**config.mk**
```make
export PLATFORM = sky130hd
export DESIGN_NAME = double_ended_queue
export DESIGN_NICKNAME = d
export VERILOG_FILES = /design/src/hw/rtl/deq_pkg.sv /design/src/hw/rtl/double_ended_queue.sv /design/src/hw/rtl/deq_ram.sv
export SDC_FILE = /design/constraint.sdc
export NUM_CORES = 1
export LEC_CHECK = 0
export BUFFER_PORTS_ARGS = -buffer_cell sky130_fd_sc_hd__buf_2
export CAP_MARGIN = 5
export CORE_UTILIZATION = 65
export DETAILED_ROUTE_END_ITERATION = 10
export GPL_ROUTABILITY_DRIVEN = 0
export HOLD_SLACK_MARGIN = 0.02
export PLACE_DENSITY_LB_ADDON = 0.2
export SLEW_MARGIN = 10
export SYNTH_ARGS = -nofsm -noshare
export SYNTH_HDL_FRONTEND = slang
export SYNTH_HIERARCHICAL = 1
export SYNTH_SLANG_ARGS = --single-unit
```
**constraint.sdc**
```tcl
create_clock -name clk -period 16 [get_ports clk]
set_clock_uncertainty 0.1 [all_clocks]
set_input_delay 1.6 -clock clk [delete_from_list [all_inputs] [get_ports clk]]
set_output_delay 1.6 -clock clk [all_outputs]
set_load 0.01 [all_outputs]
```
**src/hw/rtl/deq_pkg.sv**
```systemverilog
// Shared types, codes and default sizes for the double-ended queue.
package deq_pkg;

    // Default sizes handed to the top level's parameters.
    localparam int DEPTH_DEFAULT      = 16;
    localparam int VALUE_BITS_DEFAULT = 32;

    // Fixed widths of the command and result fields.
    localparam int ACTION_BITS = 3;
    localparam int FIELD_BITS  = 32;
    localparam int COUNT_BITS  = 5;
    localparam int ERROR_BITS  = 2;

    // Action codes carried by a command.
    typedef enum logic [ACTION_BITS-1:0] {
        ACT_PUSH_FRONT = 3'd0,
        ACT_PUSH_BACK  = 3'd1,
        ACT_POP_FRONT  = 3'd2,
        ACT_POP_BACK   = 3'd3,
        ACT_REVERSE    = 3'd4
    } deq_action_t;

    // Error codes reported with every result.
    typedef enum logic [ERROR_BITS-1:0] {
        ERR_NONE  = 2'd0,
        ERR_EMPTY = 2'd1,
        ERR_FULL  = 2'd2
    } deq_error_t;

    // Controller states.
    typedef enum logic {
        ST_IDLE,
        ST_FILL
    } deq_state_t;

    // One command transfer.
    typedef struct packed {
        logic [ACTION_BITS-1:0] action;
        logic [FIELD_BITS-1:0]  value;
    } deq_cmd_t;

    // One result transfer.
    typedef struct packed {
        logic [FIELD_BITS-1:0] front_value;
        logic [FIELD_BITS-1:0] back_value;
        logic [COUNT_BITS-1:0] count;
        logic                  is_empty;
        logic [ERROR_BITS-1:0] error;
    } deq_result_t;

endpackage

```
**src/hw/rtl/double_ended_queue.sv**
```systemverilog
// Top level of the double-ended queue: ring pointers, end caches and control.
//
// Usage: a command transfer takes place when start is high and busy is low; it
// carries an action (push front, push back, pop front, pop back or reverse)
// and a value used only by pushes. Every command gives exactly one result,
// shown on the result port for one cycle while done is high: the values at
// the front and back, the count, an empty flag and an error code.
// The stored values live in a ring buffer in a synchronous RAM. The values at
// both ends are also held in registers, so pushes and reverses need no read:
// their result appears the cycle after the command and a new command may be
// given every cycle. A pop that leaves the queue non-empty reads the new end
// value from the RAM, whose read data is registered, so busy is high for one
// cycle in the fill state and the result is given after that state.
// Throughput is therefore one command per cycle, except that busy holds off
// the next command after a pop that leaves values behind. A pop on an empty
// queue or a push on a full one changes nothing and reports an error.
// Reset empties the queue and clears the direction flag; the RAM is not
// cleared since an empty slot is never read. The receiver cannot stall, so
// each result must be taken in the cycle that done is high.
module double_ended_queue #(
    parameter int DEPTH      = deq_pkg::DEPTH_DEFAULT,
    parameter int VALUE_BITS = deq_pkg::VALUE_BITS_DEFAULT
) (
    input  logic                 clk,
    input  logic                 rst_n,
    input  logic                 start,
    output logic                 busy,
    input  deq_pkg::deq_cmd_t    cmd,
    output logic                 done,
    output deq_pkg::deq_result_t result
);

    import deq_pkg::*;

    localparam int AW = (DEPTH > 1) ? $clog2(DEPTH) : 1;
    localparam int CW = $clog2(DEPTH + 1);
    localparam int SW = CW + 1;

    // Physical slot that lies offs places after base around the ring.
    function automatic logic [AW-1:0] ring_add(input logic [AW-1:0] base,
                                               input logic [CW-1:0] offs);
        logic [SW-1:0] sum;
        sum = SW'(base) + SW'(offs);
        if (sum >= SW'(DEPTH))
        begin
            sum = sum - SW'(DEPTH);
        end
        return sum[AW-1:0];
    endfunction

    deq_state_t             state_reg, state_next;
    logic [AW-1:0]          head_reg, head_next;
    logic [CW-1:0]          count_reg, count_next;
    logic                   rev_reg, rev_next;
    logic                   done_reg, done_next;
    deq_error_t             err_reg, err_next;
    logic                   fill_last_reg, fill_last_next;
    logic [VALUE_BITS-1:0]  first_reg, first_next;
    logic [VALUE_BITS-1:0]  last_reg, last_next;

    logic                   accept;
    logic                   need_read;
    logic                   q_empty;
    logic                   q_full;
    logic [AW-1:0]          head_dec;
    logic [VALUE_BITS+FIELD_BITS-1:0] push_wide;
    logic [VALUE_BITS-1:0]  push_val;

    logic                   ram_we;
    logic [AW-1:0]          ram_waddr;
    logic [VALUE_BITS-1:0]  ram_wdata;
    logic [AW-1:0]          ram_raddr;
    logic [VALUE_BITS-1:0]  ram_rdata;

    logic [VALUE_BITS-1:0]  front_sel, back_sel;
    logic [VALUE_BITS+FIELD_BITS-1:0] front_wide, back_wide;
    logic [CW+COUNT_BITS-1:0] count_wide;

    // Storage for the ring.
    deq_ram #(
        .WIDTH (VALUE_BITS),
        .DEPTH (DEPTH)
    ) u_ram (
        .clk   (clk),
        .we    (ram_we),
        .waddr (ram_waddr),
        .wdata (ram_wdata),
        .re    (need_read),
        .raddr (ram_raddr),
        .rdata (ram_rdata)
    );

    // Command transfer and simple status.
    assign accept    = start && !busy;
    assign q_empty   = (count_reg == '0);
    assign q_full    = (count_reg == CW'(DEPTH));
    assign head_dec  = (head_reg == '0) ? AW'(DEPTH - 1) : head_reg - AW'(1);
    assign push_wide = {{VALUE_BITS{1'b0}}, cmd.value};
    assign push_val  = push_wide[VALUE_BITS-1:0];
    assign ram_wdata = push_val;

    // Action decode: pointer update, RAM access and end cache update.
    always_comb
    begin
        head_next      = head_reg;
        count_next     = count_reg;
        rev_next       = rev_reg;
        err_next       = err_reg;
        fill_last_next = fill_last_reg;
        first_next     = first_reg;
        last_next      = last_reg;
        ram_we         = 1'b0;
        ram_waddr      = head_reg;
        ram_raddr      = head_reg;
        need_read      = 1'b0;
        if (state_reg == ST_FILL)
        begin
            if (fill_last_reg)
            begin
                last_next = ram_rdata;
            end
            else
            begin
                first_next = ram_rdata;
            end
        end
        else if (accept)
        begin
            err_next = ERR_NONE;
            unique case (cmd.action)
                ACT_PUSH_FRONT, ACT_PUSH_BACK:
                begin
                    if (q_full)
                    begin
                        err_next = ERR_FULL;
                    end
                    else
                    begin
                        count_next = count_reg + CW'(1);
                        ram_we     = 1'b1;
                        if ((cmd.action == ACT_PUSH_FRONT) != rev_reg)
                        begin
                            head_next  = head_dec;
                            ram_waddr  = head_dec;
                            first_next = push_val;
                            if (q_empty)
                            begin
                                last_next = push_val;
                            end
                        end
                        else
                        begin
                            ram_waddr = ring_add(head_reg, count_reg);
                            last_next = push_val;
                            if (q_empty)
                            begin
                                first_next = push_val;
                            end
                        end
                    end
                end
                ACT_POP_FRONT, ACT_POP_BACK:
                begin
                    if (q_empty)
                    begin
                        err_next = ERR_EMPTY;
                    end
                    else
                    begin
                        count_next = count_reg - CW'(1);
                        need_read  = (count_reg != CW'(1));
                        if ((cmd.action == ACT_POP_FRONT) != rev_reg)
                        begin
                            head_next      = ring_add(head_reg, CW'(1));
                            ram_raddr      = head_next;
                            fill_last_next = 1'b0;
                        end
                        else
                        begin
                            ram_raddr      = ring_add(head_reg, count_reg - CW'(2));
                            fill_last_next = 1'b1;
                        end
                    end
                end
                ACT_REVERSE:
                begin
                    rev_next = ~rev_reg;
                end
                default:
                begin
                    // Unused codes leave the queue as it is.
                end
            endcase
        end
    end

    // Next state.
    always_comb
    begin
        state_next = state_reg;
        unique case (state_reg)
            ST_IDLE:
            begin
                if (accept && need_read)
                begin
                    state_next = ST_FILL;
                end
            end
            ST_FILL:
            begin
                state_next = ST_IDLE;
            end
            default:
            begin
                state_next = ST_IDLE;
            end
        endcase
    end

    // Controller outputs.
    always_comb
    begin
        busy      = (state_reg == ST_FILL);
        done_next = (state_reg == ST_FILL) || (accept && !need_read);
    end

    // Control registers.
    always_ff @(posedge clk or negedge rst_n)
    begin
        if (!rst_n)
        begin
            state_reg     <= ST_IDLE;
            head_reg      <= '0;
            count_reg     <= '0;
            rev_reg       <= 1'b0;
            done_reg      <= 1'b0;
            err_reg       <= ERR_NONE;
            fill_last_reg <= 1'b0;
        end
        else
        begin
            state_reg     <= state_next;
            head_reg      <= head_next;
            count_reg     <= count_next;
            rev_reg       <= rev_next;
            done_reg      <= done_next;
            err_reg       <= err_next;
            fill_last_reg <= fill_last_next;
        end
    end

    // End value caches.
    always_ff @(posedge clk)
    begin
        first_reg <= first_next;
        last_reg  <= last_next;
    end

    // Result formatting: the direction flag swaps the ends, an empty queue reads zero.
    assign front_sel  = q_empty ? '0 : (rev_reg ? last_reg : first_reg);
    assign back_sel   = q_empty ? '0 : (rev_reg ? first_reg : last_reg);
    assign front_wide = {{FIELD_BITS{1'b0}}, front_sel};
    assign back_wide  = {{FIELD_BITS{1'b0}}, back_sel};
    assign count_wide = {{COUNT_BITS{1'b0}}, count_reg};

    assign done               = done_reg;
    assign result.front_value = front_wide[FIELD_BITS-1:0];
    assign result.back_value  = back_wide[FIELD_BITS-1:0];
    assign result.count       = count_wide[COUNT_BITS-1:0];
    assign result.is_empty    = q_empty;
    assign result.error       = err_reg;

    // The count never exceeds the ring size.
    assert property (@(posedge clk) disable iff (!rst_n)
        count_reg <= CW'(DEPTH))
        else $error("queue count exceeds depth");

    // A refill cycle only follows an accepted pop.
    assert property (@(posedge clk) disable iff (!rst_n)
        (state_reg == ST_FILL) |-> $past(accept && need_read))
        else $error("refill without a pop");

    // Every result follows a command or a refill.
    assert property (@(posedge clk) disable iff (!rst_n)
        done_reg |-> ($past(accept && !need_read) || $past(state_reg == ST_FILL)))
        else $error("result without a command");

    // The RAM is never written and read in the same cycle.
    assert property (@(posedge clk) disable iff (!rst_n)
        !(ram_we && need_read))
        else $error("RAM write and read overlap");

    // A full error is reported only with a full queue.
    assert property (@(posedge clk) disable iff (!rst_n)
        (done_reg && (err_reg == ERR_FULL)) |-> q_full)
        else $error("full error with room left");

endmodule

```
**src/hw/rtl/deq_ram.sv**
```systemverilog
// Generic single-write, single-read synchronous RAM with registered read data.
module deq_ram #(
    parameter int WIDTH = 32,
    parameter int DEPTH = 16,
    localparam int AW   = (DEPTH > 1) ? $clog2(DEPTH) : 1
) (
    input  logic             clk,
    input  logic             we,
    input  logic [AW-1:0]    waddr,
    input  logic [WIDTH-1:0] wdata,
    input  logic             re,
    input  logic [AW-1:0]    raddr,
    output logic [WIDTH-1:0] rdata
);

    logic [WIDTH-1:0] mem [DEPTH];

    // Write port.
    always_ff @(posedge clk)
    begin
        if (we)
        begin
            mem[waddr] <= wdata;
        end
    end

    // Read port; the read data is registered when re is high.
    always_ff @(posedge clk)
    begin
        if (re)
        begin
            rdata <= mem[raddr];
        end
    end

endmodule
```
==> Flow_metrics.wiki, run 1 <==
{| class="wikitable"
! Metric !! Value
|-
| Logic depth of the worst path, buffers included || 12
|-
| Highest layer used for signal routing || met5
|-
| Die area || around 39000 sq um
|-
| Routed length on met3 || 4770 microns
|-
| Area share of the largest cell type after synthesis || 0.734
|-
| Final setup violating endpoints || 0
|-
| List of cells traversed by the critical path || inv_1, ha_1, nor4b_4, buf_4, or3_1, a21oi_1, o21ai_4, buf_4, buf_4, mux4_2, a22oi_1, nand2_1
|-
| Bufs on Longest Clock Path || 3
|-
| Post-route DRC violation count || 0
|-
| Port Buffer Count || 111
|-
| Sort of element at the end of the critical path || flop
|-
| Fraction of layout instances using a drive strength above 1 || 0.293
|-
| Most used standard cells in the synthesized netlist || 608 x edfxtp_1, 128 x mux4_2, 84 x nor2_1
|-
| CTS Sinks || 623
|-
| Area growth from synthesis to layout || 12.3%
|-
| Worst-Skew Late Latency || between 600 and 700 ps
|-
| Critical path's most frequent cell || buf_4
|-
| H-tree depth || 2
|-
| Cell types occupying the most area after synthesis || edfxtp_1 73%, mux4_2 12%, mux2i_1 2.7%, a22oi_1 1.9%, dfrtp_1 1.5%
|-
| First-pass iteration count of the detailed router || 5
|-
| Core region area || 37700 sq um
|-
| Avg Synthesized Cell Area || 19.9 sq um
|-
| Max-slew headroom || 0.314
|-
| Status || finished clean
|-
| Cell family contributing the most delay on the critical path || buffers and inverters
|-
| Cts-stage hold buffer count || 0
|-
| Unrepaired setup endpoints after global routing || no
|-
| Slew at the pin closest to its max-slew limit || 1030 ps
|-
| Clock period minus final worst setup slack || 5400 ps
|-
| Sequential area share after synthesis || 0.749
|-
| Most frequent cell after synthesis || edfxtp_1
|-
| R2R depth || 12
|-
| Gate count after technology mapping || 1249
|-
| DIE HEIGHT || ~200 microns
|-
| Total number of vias || 12500
|-
| Cells on Worst Hold Path || 2
|-
| Cell with the largest stage delay on the worst path || buf_4
|-
| Final Net Count || 1433
|-
| Async S/R FF share, synth || 0.0241
|-
| #FFs+latches synth || 623
|-
| GR Overflow Total || 0
|-
| Pin count of the biggest net entering global routing || 70
|-
| Maximum fanout encountered on the critical timing path || 69
|-
| Max Freq || 185 MHz
|-
| Cell count after placement || about 1800
|-
| Cell row count || 71
|-
| Syn Nets || 1303
|-
| IR drop worst, VDD || 114 uV
|-
| Detailed Route WL || 53000 microns
|-
| Warning count from the yosys run || 6
|-
| Routed wire per std cell || between 20 and 30 microns
|-
| Final Hold Violating Endpoints || 0
|-
| Starting Density || 0.660
|-
| Flip-flop count of the largest register after layout || 512
|-
| Design area || 27900 sq um
|-
| Clk slew on worst S/H paths || 60 ps
|-
| Cell area after synthesis || about 25000 sq um
|-
| Area after DPL || 26100 sq um
|-
| Num CTS Buffers || 58
|-
| # Post-CTS Setup Buffers || 0
|-
| Worst endpoint data arrival time || 5650 ps
|-
| Clock tree from TritonCTS || done
|-
| Layout Cells excl Fill || 1932
|-
| Post-CTS resize count || 0
|-
| Biggest register || u_ram/mem
|-
| Pwr dens || 167 nW/um^2
|-
| Final max-slew violation count || 0
|-
| Post-synth EDFFs || 608
|-
| Filler cells || 2146
|-
| Overall global routing resource usage || 0.283
|-
| Synth cell types || between 50 and 60
|-
| Leakage Power || 9.32 nW
|-
| Remaining number of nets flagged by the antenna check after routing || 0
|-
| Number of placed I/O pins || 112
|-
| Bufs and invs on worst path || 4
|-
| Via count of the first global-routing pass || 12500
|-
| Worst path max stage delay || 740 ps
|-
| Clock tree root driver cell || clkbuf_16
|-
| Worst Path Class, Setup || reg2reg
|-
| WL met2 || 26100 microns
|-
| Antenna Cells || 0
|-
| Met1 wire length || 20800 microns
|-
| Worst setup SP type || flop
|-
| Max-cap violations || 0
|-
| Setup Total Neg Slack || 0 ps
|-
| Per-cell via count in the routed design || 6.45
|-
| X dimension of the die || 198 microns
|-
| Number of antenna violations at the first check in global routing || 3
|-
| Number of DRC violations after detailed-routing iteration 0 || 1025
|-
| Hold/Removal Path Class || reg2reg
|-
| Post-DP HPWL || 27300 microns
|-
| Required arrival time at the worst endpoint || 16250 ps
|-
| Wire length of the first global-routing pass || 78700 microns
|-
| Predominant post-synthesis flop cell || edfxtp_1
|-
| Library cell occupying the most area in the post-synthesis netlist || edfxtp_1
|-
| Period utilization || 0.337
|}
## power breakdown
group / internal (mW) / switching, mW / total (mW)
sequential: 1.91 / 0.0769 / 1.99
combinational: 0.611 / 0.753 / 1.36
clock: 0.728 / 0.579 / 1.31
## area by class of cell
type | count | area [sq um] | share of cell area
Clock inverter | 34 | 298 | 0.0107
Timing Repair Buffer | 144 | 803 | 0.0288
Inverter | 12 | 45.0 | 0.00161
Sequential cell | 623 | 18600 | 0.667
Clock buffer | 68 | 1490 | 0.0533
Tap cell | 511 | 639 | 0.0229
Multi-Input combinational cell | 540 | 6020 | 0.215
## cell usage in the layout (no fill, tap or decap), drive strengths merged, types with 12 or more instances in the layout
cell,count
ha,14
nor2,84
clkbuf,68
nor3,12
a22oi,64
edfxtp,608
a21oi,14
mux2i,67
inv,15
mux4,128
clkinv,27
mux2,34
buf,144
o21ai,13
dfrtp,15
nand2,49
## cells by family after synthesis
kind of cell,Yosys count,share of synthesized area
flops,623,0.749
mux,229,0.158
simple gates,174,0.0315
compound gates,103,0.0290
buf+inv,86,0.0164
xor+xnor,18,0.00664
fa+ha+maj,16,0.00866
## tightest hold or removal path: stages (launching register included)
cell,delay (ps)
dfrtp_1,350
nand2_1,50
o21ai_0,60
## metal layers
layer  up-vias  track usage
met5         -            0
met4         6       0.0890
met3       114       0.0531
met2       620        0.462
met1      6386        0.396
li1       5334            -
## through the flow
stage	worst slack, ps	power [mW]	utilization	hold WS (ps)
2_1_floorplan	10060	3.00	-	382
3_3_place_gp	10120	3.35	0.694	382
3_5_place_dp	10030	3.38	0.694	384
4_1_cts	10480	4.69	0.741	398
5_1_grt	10110	4.86	0.741	437
6_report	10600	4.66	0.741	395
## final timing paths
kind,start,to,slack [ps]
max,count_reg[1],u_ram/rdata[13],10600
min,err_reg[0],err_reg[0],390
max reg2reg,count_reg[1],u_ram/rdata[13],10600
min reg2reg,err_reg[0],err_reg[0],390
max in group asynchronous,rst_n,rev_reg,14720
min in group asynchronous,rst_n,count_reg[3],780
No activity file was read; power rests on OpenSTA's default activity.
==> run 2, diff against run 1 <==
--- a/config.mk
+++ b/config.mk
@@ -7,7 +7,7 @@
 export LEC_CHECK = 0
 export BUFFER_PORTS_ARGS = -buffer_cell sky130_fd_sc_hd__buf_2
 export CAP_MARGIN = 5
-export CORE_UTILIZATION = 65
+export CORE_UTILIZATION = 61
 export DETAILED_ROUTE_END_ITERATION = 10
 export GPL_ROUTABILITY_DRIVEN = 0
 export HOLD_SLACK_MARGIN = 0.02
==> constraint.sdc (replaced) <==
create_clock -name clk -period 5.5 [get_ports clk]
set_clock_uncertainty 0.1 [all_clocks]
set_input_delay 0.55 -clock clk [delete_from_list [all_inputs] [get_ports clk]]
set_output_delay 0.55 -clock clk [all_outputs]
set_load 0.01 [all_outputs]
==> run 2 against run 1 <==
Net effect: die area rose by 6.5%; cell count rose by 0.88%; register-to-register slack got worse by 9700 ps; clock power rose to 3.0 times the previous value; global-route usage fell by 2.4 points; highest routed layer unchanged; critical path depth fell by 3.
==> Flow_metrics.wiki, run 2 (synthesized netlist as in run 1, its figures left out) <==
{| class="wikitable"
! Metric !! Value
|-
| Clock period minus final worst setup slack || 4570 ps
|-
| Area after DPL || around 26000 sq um
|-
| Post-route worst hold slack || 144 ps
|-
| Per-cell via count in the routed design || 6.35
|-
| Remaining number of nets flagged by the antenna check after routing || 0
|-
| Leading cell type in the layout, fill and taps excluded || edfxtp_1
|-
| Setup Total Neg Slack || 0 ps
|-
| Required arrival time at the worst endpoint || 5710 ps
|-
| Commonest non-fill, non-tap cells in the layout || 608 x edfxtp_1, 128 x mux4_2, 111 x buf_2, 71 x nor2_1, 67 x mux2i_1
|-
| # Post-CTS Setup Buffers || 0
|-
| Bufs on Longest Clock Path || 3
|-
| Setup slack of the most critical reg-to-reg path || 930 ps
|-
| Port Buffer Count || 111
|-
| Worst path max stage delay || slightly below 800 ps
|-
| Critical path's most frequent cell || inv_1
|-
| Cell count after placement || 1846
|-
| Area growth from synthesis to layout || 13.1%
|-
| Worst setup SP type || flop
|-
| X dimension of the die || a little over 200 microns
|-
| First-pass iteration count of the detailed router || 5
|-
| Final Hold Violating Endpoints || 0
|-
| Final Total Pwr || approximately 14 mW
|-
| Number of DRC violations after detailed-routing iteration 0 || 1117
|-
| Slew at the pin closest to its max-slew limit || 1270 ps
|-
| Worst-Skew Late Latency || 620 ps
|-
| CTS Sinks || 623
|-
| Max Freq || 219 MHz
|-
| Pin count of the biggest net entering global routing || just over 100
|-
| Unrepaired setup endpoints after global routing || no
|-
| Biggest register || u_ram/mem
|-
| End point of the critical path || u_ram/mem[2][24]
|-
| Num CTS Buffers || 59
|-
| Fraction of layout instances using a drive strength above 1 || 0.296
|-
| Pwr dens || 485 nW/um^2
|-
| Hold/Removal Path Class || in2reg
|-
| Max-cap violations || 0
|-
| Flip-flop count of the largest register after layout || 512
|-
| Final max-slew violation count || 0
|-
| Critical R2R Capture || u_ram/mem[2][24]
|-
| R2R depth || 9
|-
| Max-slew headroom || 0.150
|-
| Clk slew on worst S/H paths || ~60 ps
|-
| Maximum fanout encountered on the critical timing path || 21
|-
| Total number of vias || 12400
|-
| Worst setup slack before clock tree synthesis || 947 ps
|-
| IR drop worst, VDD || 326 uV
|-
| Antenna Cells || 0
|-
| Worst flop-to-flop path startpoint || count_reg[1]
|-
| DIE HEIGHT || 204 microns
|-
| Number of placed I/O pins || 112
|-
| Clock tree root driver cell || clkbuf_16
|-
| Core region area || about 40000 sq um
|-
| Status || finished clean
|-
| Cell row count || 73
|-
| GR Overflow Total || 0
|-
| Final setup violating endpoints || 0
|-
| Clock tree from TritonCTS || done
|-
| Post-route DRC violation count || 0
|-
| Worst Path Class, Setup || reg2reg
|-
| Leakage Power || 9.38 nW
|-
| Detailed Route WL || slightly above 50000 microns
|-
| Overall global routing resource usage || 0.259
|-
| Post-DP HPWL || between 20000 and 30000 microns
|-
| Design area || roughly 28000 sq um
|-
| Worst endpoint data arrival time || 4780 ps
|-
| Worst Setup SP || count_reg[1]
|-
| Via count of the first global-routing pass || 12500
|-
| Final core utilization || 0.703
|-
| Layout Cells excl Fill || 1949
|-
| Wire length of the first global-routing pass || 77900 microns
|-
| Final Net Count || approximately 1400
|-
| Sort of element at the end of the critical path || flop
|-
| Post-layout worst setup margin || 932 ps
|-
| Post-CTS resize count || 0
|-
| Period utilization || 0.831
|-
| H-tree depth || 2
|-
| Cell with the largest stage delay on the worst path || nor2_4
|-
| Routed wire per std cell || between 20 and 30 microns
|-
| Number of antenna violations at the first check in global routing || 1
|-
| Die area || 41600 sq um
|-
| Starting Density || 0.622
|-
| List of cells traversed by the critical path || inv_1, ha_1, nor4bb_1, or4_4, inv_1, o21ai_0, nand2b_1, nor2_4, buf_4
|}
==> run 2: changes by cell type in the layout (fill, tap and decap cells not counted), sizes merged, moves of 2 or more <==
cell,delta
clkinv,-6
clkinvlp,+2
buf,+2
clkbuf,+2
==> run 2: layout make-up <==
class	count	area, sq um
repair buffers	147	941
well taps	525	657
multi-input cells	540	6020
inverters	12	45.0
clock buffers	70	1520
flip-flops and latches	623	18600
fillers	2423	11900
clock inverters	32	298
==> run 2: what timing repair did <==
action,4_1_cts,5_1_grt
endpoints found under the setup margin,0,0
hold endpoints to repair,15,0
hold buffers,1,0
==> run 2: worst min path at each step <==
stage	start	end	slack [ps]	cells after the start
3_3_place_gp	err_reg[0]	err_reg[0]	370	2
6_report	start	done	140	3
2_1_floorplan	rst_n	busy	150	0
5_1_grt	start	done	160	3
4_1_cts	start	done	110	3
3_5_place_dp	rst_n	count_reg[0]	390	1
==> run 2: layer usage <==
metal	part of all wire	routed length (microns)	global-route usage	up-vias
li1	-	-	-	5326
met1	0.41	21300	0.380	6410
met2	0.49	25300	0.413	565
met3	0.079	4110	0.0379	80
met4	0.021	1080	0.0736	2
met5	0.00023	12	0	-
==> run 2: critical path: cells and delay by family (launching register included) <==
family / cells / cell delay [ps]
flip-flops: 1 / 460
buffers and inverters: 3 / 710
adder cells (fa/ha/maj): 1 / 270
AND/OR/NAND/NOR: 4 / 1950
AO/OA/AOI/OAI: 1 / 760
==> run 2: where the power goes <==
group | total [mW] | leakage, nW | internal [mW] | switching, mW
clock network | 3.87 | 0.884 | 2.19 | 1.68
registers | 5.79 | 5.67 | 5.57 | 0.220
logic | 3.99 | 2.82 | 1.80 | 2.19
total | 13.6 | 9.38 | 9.56 | 4.08
